<file path="src/hw/rtl/qtsd_pkg.sv">
package qtsd_pkg;

  localparam int NODES   = 6;
  localparam int NODE_W  = 3;
  localparam int COORD_W = 32;
  localparam int FRAC    = 16;
  localparam int NAT_W   = 18;
  localparam int SHAPE_W = 20;
  localparam int DERIV_W = 32;
  localparam int DET_W   = 48;
  localparam int DRV_W   = 24;   // natural derivatives and shape operands
  localparam int JAC_W   = 44;   // Jacobian entries, Q.16
  localparam int SPLIT   = 24;   // low part width when a Jacobian entry is split
  localparam int MA_W    = 45;
  localparam int MB_W    = 25;
  localparam int PROD_W  = MA_W + MB_W;
  localparam int ACC_W   = 92;
  localparam int IN_W    = 104;
  localparam int OUT_W   = 136;

  localparam logic ACT_LOAD = 1'b0;
  localparam logic ACT_EVAL = 1'b1;

  localparam logic signed [DRV_W-1:0] ONE = DRV_W'(1 << FRAC);

  typedef struct packed {
    logic acc_en;
    logic clear;
    logic sub;
    logic shift;
  } mac_ctl_t;

  function automatic logic signed [DRV_W-1:0] nat_ds(input logic signed [NAT_W-1:0] s,
                                                     input logic signed [NAT_W-1:0] t,
                                                     input logic [NODE_W-1:0] k);
    logic signed [DRV_W-1:0] s4;
    logic signed [DRV_W-1:0] t4;
    logic signed [DRV_W-1:0] res;
    s4 = DRV_W'(s) <<< 2;
    t4 = DRV_W'(t) <<< 2;
    unique case (k)
      3'd0:    res = s4 - ONE;
      3'd2:    res = s4 + t4 - ONE - ONE - ONE;
      3'd3:    res = t4;
      3'd4:    res = -t4;
      3'd5:    res = (ONE <<< 2) - t4 - (s4 <<< 1);
      default: res = '0;
    endcase
    return res;
  endfunction

  function automatic logic signed [DRV_W-1:0] nat_dt(input logic signed [NAT_W-1:0] s,
                                                     input logic signed [NAT_W-1:0] t,
                                                     input logic [NODE_W-1:0] k);
    logic signed [DRV_W-1:0] s4;
    logic signed [DRV_W-1:0] t4;
    logic signed [DRV_W-1:0] res;
    s4 = DRV_W'(s) <<< 2;
    t4 = DRV_W'(t) <<< 2;
    unique case (k)
      3'd1:    res = t4 - ONE;
      3'd2:    res = s4 + t4 - ONE - ONE - ONE;
      3'd3:    res = s4;
      3'd4:    res = (ONE <<< 2) - s4 - (t4 <<< 1);
      3'd5:    res = -s4;
      default: res = '0;
    endcase
    return res;
  endfunction

  function automatic logic signed [MA_W-1:0] shape_a(input logic signed [NAT_W-1:0] s,
                                                     input logic signed [NAT_W-1:0] t,
                                                     input logic [NODE_W-1:0] k);
    logic signed [DRV_W-1:0] sx;
    logic signed [DRV_W-1:0] tx;
    logic signed [DRV_W-1:0] res;
    sx = DRV_W'(s);
    tx = DRV_W'(t);
    unique case (k)
      3'd0:    res = sx;
      3'd1:    res = tx;
      3'd2:    res = ONE - sx - tx;
      3'd3:    res = sx <<< 2;
      3'd4:    res = tx <<< 2;
      3'd5:    res = sx <<< 2;
      default: res = '0;
    endcase
    return MA_W'(res);
  endfunction

  function automatic logic signed [MB_W-1:0] shape_b(input logic signed [NAT_W-1:0] s,
                                                     input logic signed [NAT_W-1:0] t,
                                                     input logic [NODE_W-1:0] k);
    logic signed [DRV_W-1:0] sx;
    logic signed [DRV_W-1:0] tx;
    logic signed [DRV_W-1:0] r;
    logic signed [DRV_W-1:0] res;
    sx = DRV_W'(s);
    tx = DRV_W'(t);
    r  = ONE - sx - tx;
    unique case (k)
      3'd0:    res = (sx <<< 1) - ONE;
      3'd1:    res = (tx <<< 1) - ONE;
      3'd2:    res = r - sx - tx;
      3'd3:    res = tx;
      3'd4:    res = r;
      3'd5:    res = r;
      default: res = '0;
    endcase
    return MB_W'(res);
  endfunction

  function automatic logic signed [SHAPE_W-1:0] sat_shape(input logic signed [PROD_W-1:0] p);
    logic signed [PROD_W-1:0] v;
    logic signed [SHAPE_W-1:0] res;
    v = p >>> FRAC;
    if (&v[PROD_W-1:SHAPE_W-1] || ~|v[PROD_W-1:SHAPE_W-1]) res = v[SHAPE_W-1:0];
    else if (v[PROD_W-1]) res = {1'b1, {(SHAPE_W-1){1'b0}}};
    else res = {1'b0, {(SHAPE_W-1){1'b1}}};
    return res;
  endfunction

  function automatic logic signed [DET_W-1:0] sat_det(input logic signed [ACC_W-1:0] a);
    logic signed [ACC_W-1:0] v;
    logic signed [DET_W-1:0] res;
    v = a >>> FRAC;
    if (&v[ACC_W-1:DET_W-1] || ~|v[ACC_W-1:DET_W-1]) res = v[DET_W-1:0];
    else if (v[ACC_W-1]) res = {1'b1, {(DET_W-1){1'b0}}};
    else res = {1'b0, {(DET_W-1){1'b1}}};
    return res;
  endfunction

endpackage

</file>
<file path="src/hw/rtl/qtsd_mac.sv">
module qtsd_mac (
  input  logic                                  clk,
  input  logic signed [qtsd_pkg::MA_W-1:0]      a,
  input  logic signed [qtsd_pkg::MB_W-1:0]      b,
  input  qtsd_pkg::mac_ctl_t                    ctl,
  output logic signed [qtsd_pkg::PROD_W-1:0]    prod,
  output logic signed [qtsd_pkg::ACC_W-1:0]     acc,
  output logic signed [qtsd_pkg::ACC_W-1:0]     sum
);

  logic signed [qtsd_pkg::ACC_W-1:0] term;
  logic signed [qtsd_pkg::ACC_W-1:0] base;

  always_ff @(posedge clk) begin
    prod <= a * b;
    if (ctl.acc_en) acc <= sum;
  end

  always_comb begin
    term = qtsd_pkg::ACC_W'(prod);
    if (ctl.shift) term = term <<< qtsd_pkg::SPLIT;
    base = ctl.clear ? '0 : acc;
    sum  = ctl.sub ? base - term : base + term;
  end

endmodule

</file>
<file path="config.mk">
export PLATFORM = sky130hd
export DESIGN_NAME = qtsd_mac
export DESIGN_NICKNAME = d
export VERILOG_FILES = /design/src/hw/rtl/qtsd_pkg.sv /design/src/hw/rtl/qtsd_mac.sv
export SDC_FILE = /design/constraint.sdc
export NUM_CORES = 2
export LEC_CHECK = 0
export BUFFER_PORTS_ARGS = -buffer_cell sky130_fd_sc_hd__buf_4
export CAP_MARGIN = 30
export CORE_ASPECT_RATIO = 1.75
export CORE_MARGIN = 1
export CORE_UTILIZATION = 70
export CTS_CLUSTER_SIZE = 10
export DETAILED_ROUTE_END_ITERATION = 12
export PLACE_DENSITY = 0.9
export SETUP_SLACK_MARGIN = 0.02
export SKIP_LAST_GASP = 1
export SLEW_MARGIN = 10
export SYNTH_ARGS = -nofsm -noshare
export SYNTH_HDL_FRONTEND = slang
export SYNTH_SLANG_ARGS = --single-unit
</file>
<file path="constraint.sdc">
create_clock -name clk -period 30.4 [get_ports clk]
set_input_delay 6.08 -clock clk [delete_from_list [all_inputs] [get_ports clk]]
set_output_delay 6.08 -clock clk [all_outputs]
set_load 0.03 [all_outputs]
</file>
==> results.sh <==
export IMPL_cts_root_buf="clkbuf_16"
export IMPL_tritoncts="done"
export IMPL_synth_edff_count=92
export IMPL_clock_skew_final_ps=18.77
export IMPL_hold_viol_final=0
export IMPL_cts_sinks=162
export IMPL_worst_slack_ps=11240
export IMPL_cp_max_fo=97
export IMPL_grt_max_degree=98
export IMPL_hold_path_depth=3
export IMPL_drive_above_1_share_pct=6.937
export IMPL_worst_slew_pin_transition_ps=1025
export IMPL_rr_endpoint="acc[88]"
export IMPL_antenna_found_initial=18
export IMPL_synthCells=5876
export IMPL_via_per_inst=6.581
export IMPL_drtIter0Drc=4563
export IMPL_die_area_um2=74840
export IMPL_clk_path_buf_depth=2
export IMPL_holdPathEnd="acc[90]"
export IMPL_synth_warnings=0
export IMPL_first_pass_iters=9
export IMPL_postRouteAntennaNets=0
export IMPL_dieHeight_um=361.2
export IMPL_clock_latency_ps=470
export IMPL_finalWirelength_um=186900
export IMPL_final_period_utilization_pct=63.04
export IMPL_port_buffers=328
export IMPL_dp_hpwl_um=143200
export IMPL_cts_setup_buffers=0
export IMPL_reg2reg_depth=20
export IMPL_critPathMaxStageDelay_ps=810
export IMPL_finalSetupViolCount=0
export IMPL_rows=131
export IMPL_cp_required_ps=24320
export IMPL_synth_nets=7343
export IMPL_maxSlewViolCount=0
export IMPL_syn_area_um2=51600
export IMPL_synth_area_leader_cell="fa_1"
export IMPL_grt_pass1_wl_um=285700
export IMPL_status="completed"
export IMPL_ff2ff_setup_slack_ps=23420
export IMPL_maxCapViolations=0
export IMPL_synth_most_common_cell="inv_1"
export IMPL_fin_nets=7379
export IMPL_ctsResizeCount=0
export IMPL_ioPinCount=329
export IMPL_dp_worst_setup_slack_ps=11390
export IMPL_worstPathArrival_ps=13080
export IMPL_synth_main_ff_cell="edfxtp_1"
export IMPL_synth_seq_area_share_pct=8.070
export IMPL_grt_usage_pct=51.96
export IMPL_worstSetupPathType="input pin to output port"
export IMPL_syn_to_final_growth_pct=5.890
export IMPL_synth_seq_cells=162
export IMPL_grt_pass1_vias=50785
export IMPL_synth_top_cell_area_share_pct=43.42
export IMPL_r2r_start="prod[14]"
export IMPL_wl_per_cell_um=27.25
export IMPL_crit_slowest_cell="buf_4"
export IMPL_yosysUniqueCellTypes=85
export IMPL_die_w_um=207.2
export IMPL_cp_start_kind="input pin"
export IMPL_hold_class="flip-flop to flip-flop"
export IMPL_htreeDepth=4
export IMPL_post_synth_cell_area_avg_um2=8.781
export IMPL_fmax_ghz=0.05218
export IMPL_place_congestion=1.070
export IMPL_core_area_um2=72940
export IMPL_worstHoldStart="acc[90]"
export IMPL_endpoint_kind="output port"
export IMPL_cts_buffers_inserted=17
export IMPL_yosys_top_cells_area="fa_1 (43%), inv_1 (8.2%), ha_1 (6.6%)"
export IMPL_fin_tns_setup_ps=0
export IMPL_initial_utilization_pct=70.74
export IMPL_fin_crit_ps=19160
export IMPL_maxSlewHeadroom_pct=31.06
export IMPL_drc=0
export IMPL_rsz0062_at_grt="false"
export IMPL_cts_hold_buffers=0
export IMPL_async_flop_share_pct=0
export IMPL_yosys_top_cells_count="inv_1 (1125), fa_1 (1119), nand2_1 (848)"
export IMPL_path_clk_slew_ps=70
export IMPL_crit_chain="buf_6 -> buf_4 -> nor3b_1 -> o22ai_1 -> nor3_1 -> nand4_1 -> nor4_1 -> o21ai_1 -> o41ai_1 -> xnor2_1 -> a21oi_1 -> ha_1 -> nand2_1 -> or4_1 -> a2111oi_0 -> o32ai_1 -> o31ai_1 -> a21oi_1 -> xnor2_1 -> buf_4"
export IMPL_gr_total_overflow=0
export IMPL_vias=45138
==> worst max-delay path, delay by kind of cell <==
family                     cells  cell delay (ps)
buffers and inverters          3             1540
and+or+nand+nor                6             2230
adders and majority gates      1              480
xor gates and xnor gates       2              390
AOI/OAI and AO/OA              8             2260
==> logic make-up (layout without fill, tap and decap cells) <==
group / count (synthesis) / after routing / share of synthesized area [%]
muxes: 44 / 44 / 0.8681
DFF: 162 / 162 / 8.070
and+or+nand+nor: 1872 / 1872 / 17.59
adders and majority gates: 1392 / 1392 / 50.04
xor gates and xnor gates: 240 / 240 / 4.074
AOI/OAI and AO/OA: 717 / 717 / 8.693
other: 0 / 3 / 0
buffers and inverters: 1449 / 1498 / 10.67
==> cells in the final DEF, fill, tap and decap left out, types with 11 or more instances in the layout <==
cell	synthesis	routed
or3_1	12	12
a211oi_1	18	18
nor2_1	193	193
nor2b_1	123	123
buf_4	7	336
clkbuf_16	0	17
nand2b_1	38	38
o21a_1	22	22
nor3b_1	19	19
nand3_1	43	43
nor4_1	12	12
nand2_1	848	848
o211ai_1	22	22
o21ai_0	127	127
and3_1	24	24
nor3_1	64	64
dfxtp_1	70	70
ha_1	273	273
xnor2_1	127	127
a21oi_1	259	259
nand4_1	49	49
edfxtp_1	92	92
mux2i_1	38	38
fa_1	1119	1119
a31oi_1	39	39
xor2_1	113	113
inv_1	1125	1125
and2_1	399	399
a21o_1	90	90
a21boi_0	13	13
o21bai_1	25	25
o31ai_1	11	11
or2_2	13	13
==> stage by stage <==
stage               std cells  instance area, um^2  util, %  hold WS (ps)
global route             6856                54630    74.90         960.0
finish                   6859                54640    74.91         920.0
floorplan                5876                51600        -          1106
detailed placement       6822                54020    74.06         911.0
CTS                      6854                54590    74.85         928.3
global placement         6821                54020    74.06         902.7
==> cell type report <==
type,count,area (um^2)
repair buffers,340,2574
diodes,3,7.507
inverters,1126,4227
multi-input cells,4265,41930
clock inverters,14,143.9
fillers,4976,18300
flip-flops and latches,162,4164
clock buffers,18,429.2
well taps,931,1165
==> worst max path at each step <==
stage | endpoint | from | slack, ps | cells past startpoint
floorplan | sum[87] | ctl[0] | 11370 | 27
global placement | sum[88] | ctl[0] | 11600 | 20
detailed placement | sum[88] | ctl[0] | 11390 | 20
CTS | sum[88] | ctl[0] | 11380 | 20
global route | sum[88] | ctl[0] | 10900 | 20
finish | sum[88] | ctl[0] | 11240 | 20
==> routing by layer <==
| metal | up-vias | track usage, % | share of wire [%] |
|---|---|---|---|
| met2 | 3532 | 84.17 | 47 |
| met1 | 21688 | 47.25 | 26 |
| met3 | 1827 | 18.60 | 12 |
| li1 | 18063 | - | - |
| met4 | 28 | 60.23 | 15 |
| met5 | - | 0 | 0.11 |
==> flip-flops by register name, indices dropped and copies added (netlist names) <==
name	count
acc	92
prod	70
Power is not shown: default switching activity piles up to over one toggle a cycle in this logic, so the estimate is an artifact.
