===== src/hw/rtl/qtsd_pkg.sv =====
package qtsd_pkg;

  localparam int NODES   = 6;
  localparam int NODE_W  = 3;
  localparam int COORD_W = 32;
  localparam int FRAC    = 16;
  localparam int NAT_W   = 18;
  localparam int SHAPE_W = 20;
  localparam int DERIV_W = 32;
  localparam int DET_W   = 48;
  localparam int DRV_W   = 24;   // natural derivatives and shape operands
  localparam int JAC_W   = 44;   // Jacobian entries, Q.16
  localparam int SPLIT   = 24;   // low part width when a Jacobian entry is split
  localparam int MA_W    = 45;
  localparam int MB_W    = 25;
  localparam int PROD_W  = MA_W + MB_W;
  localparam int ACC_W   = 92;
  localparam int IN_W    = 104;
  localparam int OUT_W   = 136;

  localparam logic ACT_LOAD = 1'b0;
  localparam logic ACT_EVAL = 1'b1;

  localparam logic signed [DRV_W-1:0] ONE = DRV_W'(1 << FRAC);

  typedef struct packed {
    logic acc_en;
    logic clear;
    logic sub;
    logic shift;
  } mac_ctl_t;

  function automatic logic signed [DRV_W-1:0] nat_ds(input logic signed [NAT_W-1:0] s,
                                                     input logic signed [NAT_W-1:0] t,
                                                     input logic [NODE_W-1:0] k);
    logic signed [DRV_W-1:0] s4;
    logic signed [DRV_W-1:0] t4;
    logic signed [DRV_W-1:0] res;
    s4 = DRV_W'(s) <<< 2;
    t4 = DRV_W'(t) <<< 2;
    unique case (k)
      3'd0:    res = s4 - ONE;
      3'd2:    res = s4 + t4 - ONE - ONE - ONE;
      3'd3:    res = t4;
      3'd4:    res = -t4;
      3'd5:    res = (ONE <<< 2) - t4 - (s4 <<< 1);
      default: res = '0;
    endcase
    return res;
  endfunction

  function automatic logic signed [DRV_W-1:0] nat_dt(input logic signed [NAT_W-1:0] s,
                                                     input logic signed [NAT_W-1:0] t,
                                                     input logic [NODE_W-1:0] k);
    logic signed [DRV_W-1:0] s4;
    logic signed [DRV_W-1:0] t4;
    logic signed [DRV_W-1:0] res;
    s4 = DRV_W'(s) <<< 2;
    t4 = DRV_W'(t) <<< 2;
    unique case (k)
      3'd1:    res = t4 - ONE;
      3'd2:    res = s4 + t4 - ONE - ONE - ONE;
      3'd3:    res = s4;
      3'd4:    res = (ONE <<< 2) - s4 - (t4 <<< 1);
      3'd5:    res = -s4;
      default: res = '0;
    endcase
    return res;
  endfunction

  function automatic logic signed [MA_W-1:0] shape_a(input logic signed [NAT_W-1:0] s,
                                                     input logic signed [NAT_W-1:0] t,
                                                     input logic [NODE_W-1:0] k);
    logic signed [DRV_W-1:0] sx;
    logic signed [DRV_W-1:0] tx;
    logic signed [DRV_W-1:0] res;
    sx = DRV_W'(s);
    tx = DRV_W'(t);
    unique case (k)
      3'd0:    res = sx;
      3'd1:    res = tx;
      3'd2:    res = ONE - sx - tx;
      3'd3:    res = sx <<< 2;
      3'd4:    res = tx <<< 2;
      3'd5:    res = sx <<< 2;
      default: res = '0;
    endcase
    return MA_W'(res);
  endfunction

  function automatic logic signed [MB_W-1:0] shape_b(input logic signed [NAT_W-1:0] s,
                                                     input logic signed [NAT_W-1:0] t,
                                                     input logic [NODE_W-1:0] k);
    logic signed [DRV_W-1:0] sx;
    logic signed [DRV_W-1:0] tx;
    logic signed [DRV_W-1:0] r;
    logic signed [DRV_W-1:0] res;
    sx = DRV_W'(s);
    tx = DRV_W'(t);
    r  = ONE - sx - tx;
    unique case (k)
      3'd0:    res = (sx <<< 1) - ONE;
      3'd1:    res = (tx <<< 1) - ONE;
      3'd2:    res = r - sx - tx;
      3'd3:    res = tx;
      3'd4:    res = r;
      3'd5:    res = r;
      default: res = '0;
    endcase
    return MB_W'(res);
  endfunction

  function automatic logic signed [SHAPE_W-1:0] sat_shape(input logic signed [PROD_W-1:0] p);
    logic signed [PROD_W-1:0] v;
    logic signed [SHAPE_W-1:0] res;
    v = p >>> FRAC;
    if (&v[PROD_W-1:SHAPE_W-1] || ~|v[PROD_W-1:SHAPE_W-1]) res = v[SHAPE_W-1:0];
    else if (v[PROD_W-1]) res = {1'b1, {(SHAPE_W-1){1'b0}}};
    else res = {1'b0, {(SHAPE_W-1){1'b1}}};
    return res;
  endfunction

  function automatic logic signed [DET_W-1:0] sat_det(input logic signed [ACC_W-1:0] a);
    logic signed [ACC_W-1:0] v;
    logic signed [DET_W-1:0] res;
    v = a >>> FRAC;
    if (&v[ACC_W-1:DET_W-1] || ~|v[ACC_W-1:DET_W-1]) res = v[DET_W-1:0];
    else if (v[ACC_W-1]) res = {1'b1, {(DET_W-1){1'b0}}};
    else res = {1'b0, {(DET_W-1){1'b1}}};
    return res;
  endfunction

endpackage


===== src/hw/rtl/qtsd_div.sv =====
module qtsd_div (
  input  logic                                 clk,
  input  logic                                 rst,
  input  logic                                 start,
  input  logic signed [qtsd_pkg::ACC_W-1:0]    num,
  input  logic signed [qtsd_pkg::ACC_W-1:0]    den,
  output logic                                 done,
  output logic [qtsd_pkg::DERIV_W-1:0]         quo
);

  localparam int SH_W  = qtsd_pkg::ACC_W + qtsd_pkg::FRAC;
  localparam int Q_W   = qtsd_pkg::DERIV_W;
  localparam int CNT_W = $clog2(Q_W + 1);

  logic [qtsd_pkg::ACC_W-1:0] nabs;
  logic [qtsd_pkg::ACC_W-1:0] dabs;
  logic [SH_W-1:0]            nsh;
  logic [qtsd_pkg::ACC_W-1:0] dreg;
  logic [qtsd_pkg::ACC_W-1:0] rem;
  logic [Q_W-1:0]             low;
  logic [Q_W-1:0]             q;
  logic                       ovf;
  logic                       neg;
  logic                       busy;
  logic [CNT_W-1:0]           cnt;
  logic [qtsd_pkg::ACC_W:0]   trial;
  logic                       fits;

  assign nabs  = num[qtsd_pkg::ACC_W-1] ? -num : num;
  assign dabs  = den[qtsd_pkg::ACC_W-1] ? -den : den;
  assign nsh   = {nabs, {qtsd_pkg::FRAC{1'b0}}};
  assign trial = {rem, low[Q_W-1]};
  assign fits  = trial >= {1'b0, dreg};

  always_ff @(posedge clk) begin
    if (rst) begin
      busy <= 1'b0;
      done <= 1'b0;
      cnt  <= '0;
    end else begin
      done <= 1'b0;
      if (start) begin
        busy <= 1'b1;
        cnt  <= CNT_W'(Q_W);
      end else if (busy) begin
        cnt <= cnt - 1'b1;
        if (cnt == CNT_W'(1)) begin
          busy <= 1'b0;
          done <= 1'b1;
        end
      end
    end
  end

  // restoring division, one quotient bit a cycle
  always_ff @(posedge clk) begin
    if (start) begin
      rem  <= qtsd_pkg::ACC_W'(nsh[SH_W-1:Q_W]);
      low  <= nsh[Q_W-1:0];
      ovf  <= qtsd_pkg::ACC_W'(nsh[SH_W-1:Q_W]) >= dabs;
      neg  <= num[qtsd_pkg::ACC_W-1] ^ den[qtsd_pkg::ACC_W-1];
      dreg <= dabs;
      q    <= '0;
    end else if (busy) begin
      rem <= fits ? qtsd_pkg::ACC_W'(trial - {1'b0, dreg}) : trial[qtsd_pkg::ACC_W-1:0];
      q   <= {q[Q_W-2:0], fits};
      low <= low << 1;
    end
  end

  always_comb begin
    if (neg) begin
      if (ovf || (q > {1'b1, {(Q_W-1){1'b0}}})) quo = {1'b1, {(Q_W-1){1'b0}}};
      else quo = -q;
    end else begin
      if (ovf || q[Q_W-1]) quo = {1'b0, {(Q_W-1){1'b1}}};
      else quo = q;
    end
  end

endmodule


===== config.mk =====
export PLATFORM = sky130hd
export DESIGN_NAME = qtsd_div
export DESIGN_NICKNAME = d
export VERILOG_FILES = /design/src/hw/rtl/qtsd_pkg.sv /design/src/hw/rtl/qtsd_div.sv
export SDC_FILE = /design/constraint.sdc
export NUM_CORES = 1
export LEC_CHECK = 0
export ABC_CLOCK_PERIOD_IN_PS = 6600
export BUFFER_PORTS_ARGS = -buffer_cell sky130_fd_sc_hd__buf_4
export CORE_ASPECT_RATIO = 0.7
export CORE_UTILIZATION = 40
export CTS_CLUSTER_SIZE = 10
export DETAILED_ROUTE_END_ITERATION = 8
export SLEW_MARGIN = 20
export SYNTH_ARGS = -nofsm -noshare
export SYNTH_HDL_FRONTEND = slang
export SYNTH_SLANG_ARGS = --single-unit
export TNS_END_PERCENT = 30

===== constraint.sdc =====
create_clock -name clk -period 6.6 [get_ports clk]
set_input_delay 0.33 -clock clk [delete_from_list [all_inputs] [get_ports clk]]
set_output_delay 0.33 -clock clk [all_outputs]
set_load 0.03 [all_outputs]

==> flow_summary.yaml <==
worst_setup_path:
  cp_slowest_cell: "or4_1"
  critPathMostFrequentCell: "or4_1"
  slowest_delay_ns: 0.62
  critPathKind: "input port to flop"
  cp_cell_sequence: "buf_4 -> or4_1 -> nor4b_2 -> nand4_1 -> or4_1 -> or2_1 -> or4_1 -> o31ai_1 -> xnor2_1 -> ha_1 -> a21o_1 -> a21o_1 -> a21oi_1 -> o21ai_0 -> nand2_1 -> o211ai_1 -> a221oi_1 -> nand3_1 -> nand3_1 -> a211oi_2"
  cp.arrival_ns: 5.72
  startpoint_type: "input port"
  required_ns: 6.94
  endpoint_kind: "flop"
  path_max_fanout: 7
timing:
  worstMarginPinSlew_ns: 1.119
  holdWs_ns: 0.07659
  fin_worst_skew_ns: 0.01976
  max_clock_freq_mhz: 185.8
  drv_slew: 0
  maxSlewHeadroom_pct: 24.58
  period_share_pct: 81.53
  setup_tns_ns: 0
  rsz0062_at_grt: "no"
  setup_viol: 0
  period_minus_slack_ns: 5.381
  hold_viol: 0
global_routing:
  gr-total-overflow: 0
  grt.total_usage_pct: 29.21
  grt_pass1_wl_um: 130900
  grt_pass1_vias: 21176
  antenna_found_initial: 11
  grt_max_degree: 93
clock_network:
  ctsLongestPathBuffers: 3
  cts_sinks: 242
  clock_latency_ns: 0.60
  clkTransAtPathRegs_ns: 0.06
  cts_buffers: 30
  cts-root-buf: "clkbuf_16"
  cts_tree: "done"
  cts_resized: 0
  cts_max_level: 1
yosys:
  avgSynthCellArea_um2: 8.085
  ys_types: 88
  synth-seq-area-share_pct: 29.19
  synthFlopType: "edfxtp_1"
  async_flop_share_pct: 0
  synth_fa_ha_area_share_pct: 9.508
  synth-edff-count: 186
  synthXorXnorAreaFrac_pct: 9.682
  syn_nets: 3203
  synth_top_area_cell: "edfxtp_1"
  synthMuxAreaShare_pct: 1.949
  yosysTopAreaCellShare_pct: 24.31
  yosys.area_share.simple_pct: 21.20
  synth_top_family_by_area: "compound AO/OA/AOI/OAI gates"
  syn_inst: 2842
  yosys-top-cells-area: "edfxtp_1, ha_1, xnor2_1, nand2_1, dfxtp_1"
  synth_compound_area_share_pct: 22.48
  synth_area_um2: 22980
  ys_ff_latch: 242
  yosys_warnings: 0
placed_design:
  globalplace.congestion: 1.026
  place_area_um2: 25200
  portBuffers: 219
  dpl.hpwl_um: 70040
floorplanning:
  die_area_um2: 58420
  start_util_pct: 40.51
  core_area_um2: 56720
  die_height_um: 202.5
  chipWidth_um: 288.5
  rows: 73
  io_pins: 220
drt:
  drt_wl_total_um: 87800
  vias_per_cell: 6.124
  wl_per_cell_um: 23.37
  firstDrtPassIters: 6
  antenna_left: 0
  vias: 23006
  drc: 0
  drtIter0Drc: 2567
finish:
  final_common_cell: "nand2_1"
  area_growth_syn_to_layout_pct: 13.74
  final_cell_area_um2: 26130
  post-route-util_pct: 46.07
  drive_gt1_share_pct: 11.20
  mostFrequentLayoutCells: "nand2_1, buf_4, nor2_1"
  fin_nets: 3339
power_and_ir_drop:
  max-vdd-ir-drop_mv: 0.1695
  cellLeakagePower_nw: 10.71
  p_per_area_nw_per_um2: 231.3
flow_run:
  maxCapViolCount: 0
status:
  status: "complete, no violations"
min_path:
  hp-class: "input port to flop"
==> final timing paths <==
path,from,to,slack (ns),depth (start not counted)
max,num[22],ovf$_DFFE_PP_,1.22,20
min,den[62],dreg[62]$_DFFE_PP_,0.08,3
max reg2reg,rem[0]$_DFFE_PP_,rem[33]$_DFFE_PP_,1.55,12
min reg2reg,cnt[1]$_SDFFE_PP0P_,cnt[1]$_SDFFE_PP0P_,0.50,2
==> stage by stage <==
step,setup WS (ns),instances,power [mW]
finish,1.219,3757,6.044
floorplan,1.978,2842,3.595
detailed placement,0.6929,3694,4.398
global placement,0.7307,3694,4.372
CTS,1.289,3751,5.986
global route,0.9171,3754,6.343
==> state kept, by name (all words and copies together), names as in the netlist <==
name  flops
low      16
dreg     92
neg       1
done      1
busy      1
rem      92
ovf       1
cnt       6
q        32
==> kinds of logic after synthesis <==
family	after synthesis
AND/OR/NAND/NOR	977
buffers and inverters	358
multiplexers	44
adder cells (fa/ha/maj)	174
flip-flops	242
XOR/XNOR	254
AO/OA/AOI/OAI	793
==> where the power goes <==
| part | total, mW | internal (mW) | switching, mW |
|---|---|---|---|
| registers | 1.90 | 1.83 | 0.0716 |
| logic | 2.56 | 0.930 | 1.63 |
| clock network | 1.58 | 0.885 | 0.698 |
| total | 6.04 | 3.65 | 2.40 |
==> per-layer routing <==
metal	share of wire, %	track usage, %	up-vias
li1	-	-	10702
met1	48	45.29	11209
met2	40	40.79	975
met3	9.2	5.685	110
met4	2.2	6.765	10
met5	0.077	0	-
==> cell usage after synthesis (all sizes together) (12+ instances only) <==
cell and instances:
o21a 19, o21bai 23, o311ai 25, a31oi 62, nor2b 25, nor3 55
a21o 88, nor4 32, clkbuf 110, o21ai 162, inv 220, nand2 315
a21oi 199, and2 12, nand2b 16, o41ai 38, or3 45, mux2i 38
nand3 53, o211ai 19, a211oi 20, or2 22, dfxtp 56, xnor2 145
xor2 109, nand4 72, buf 27, ha 173, nor2 227, or4 40
o31ai 59, edfxtp 186, and3 18
==> critical path, delay by kind of cell <==
kind                       cells  cell delay (ns)
and+or+nand+nor                9             3.37
AOI/OAI and AO/OA              8             1.43
adders and majority gates      1             0.28
xor gates and xnor gates       1             0.18
buffers and inverters          1             0.12
==> final cells by class <==
type	count	area [µm²]
Antenna cell	6	15.01
Clock buffer	50	867.1
Clock inverter	5	23.77
Fill cell	5624	30590
Inverter	221	832.0
Multi-Input combinational cell	2242	14920
Sequential cell	242	6708
Tap cell	750	938.4
Timing Repair Buffer	241	1833
==> repair_timing <==
action                    in CTS  in global routing
hold buffers                   2                  0
buffers inserted               0                  0
hold endpoints to repair       3                  0
(Power assumes the default switching activity.)
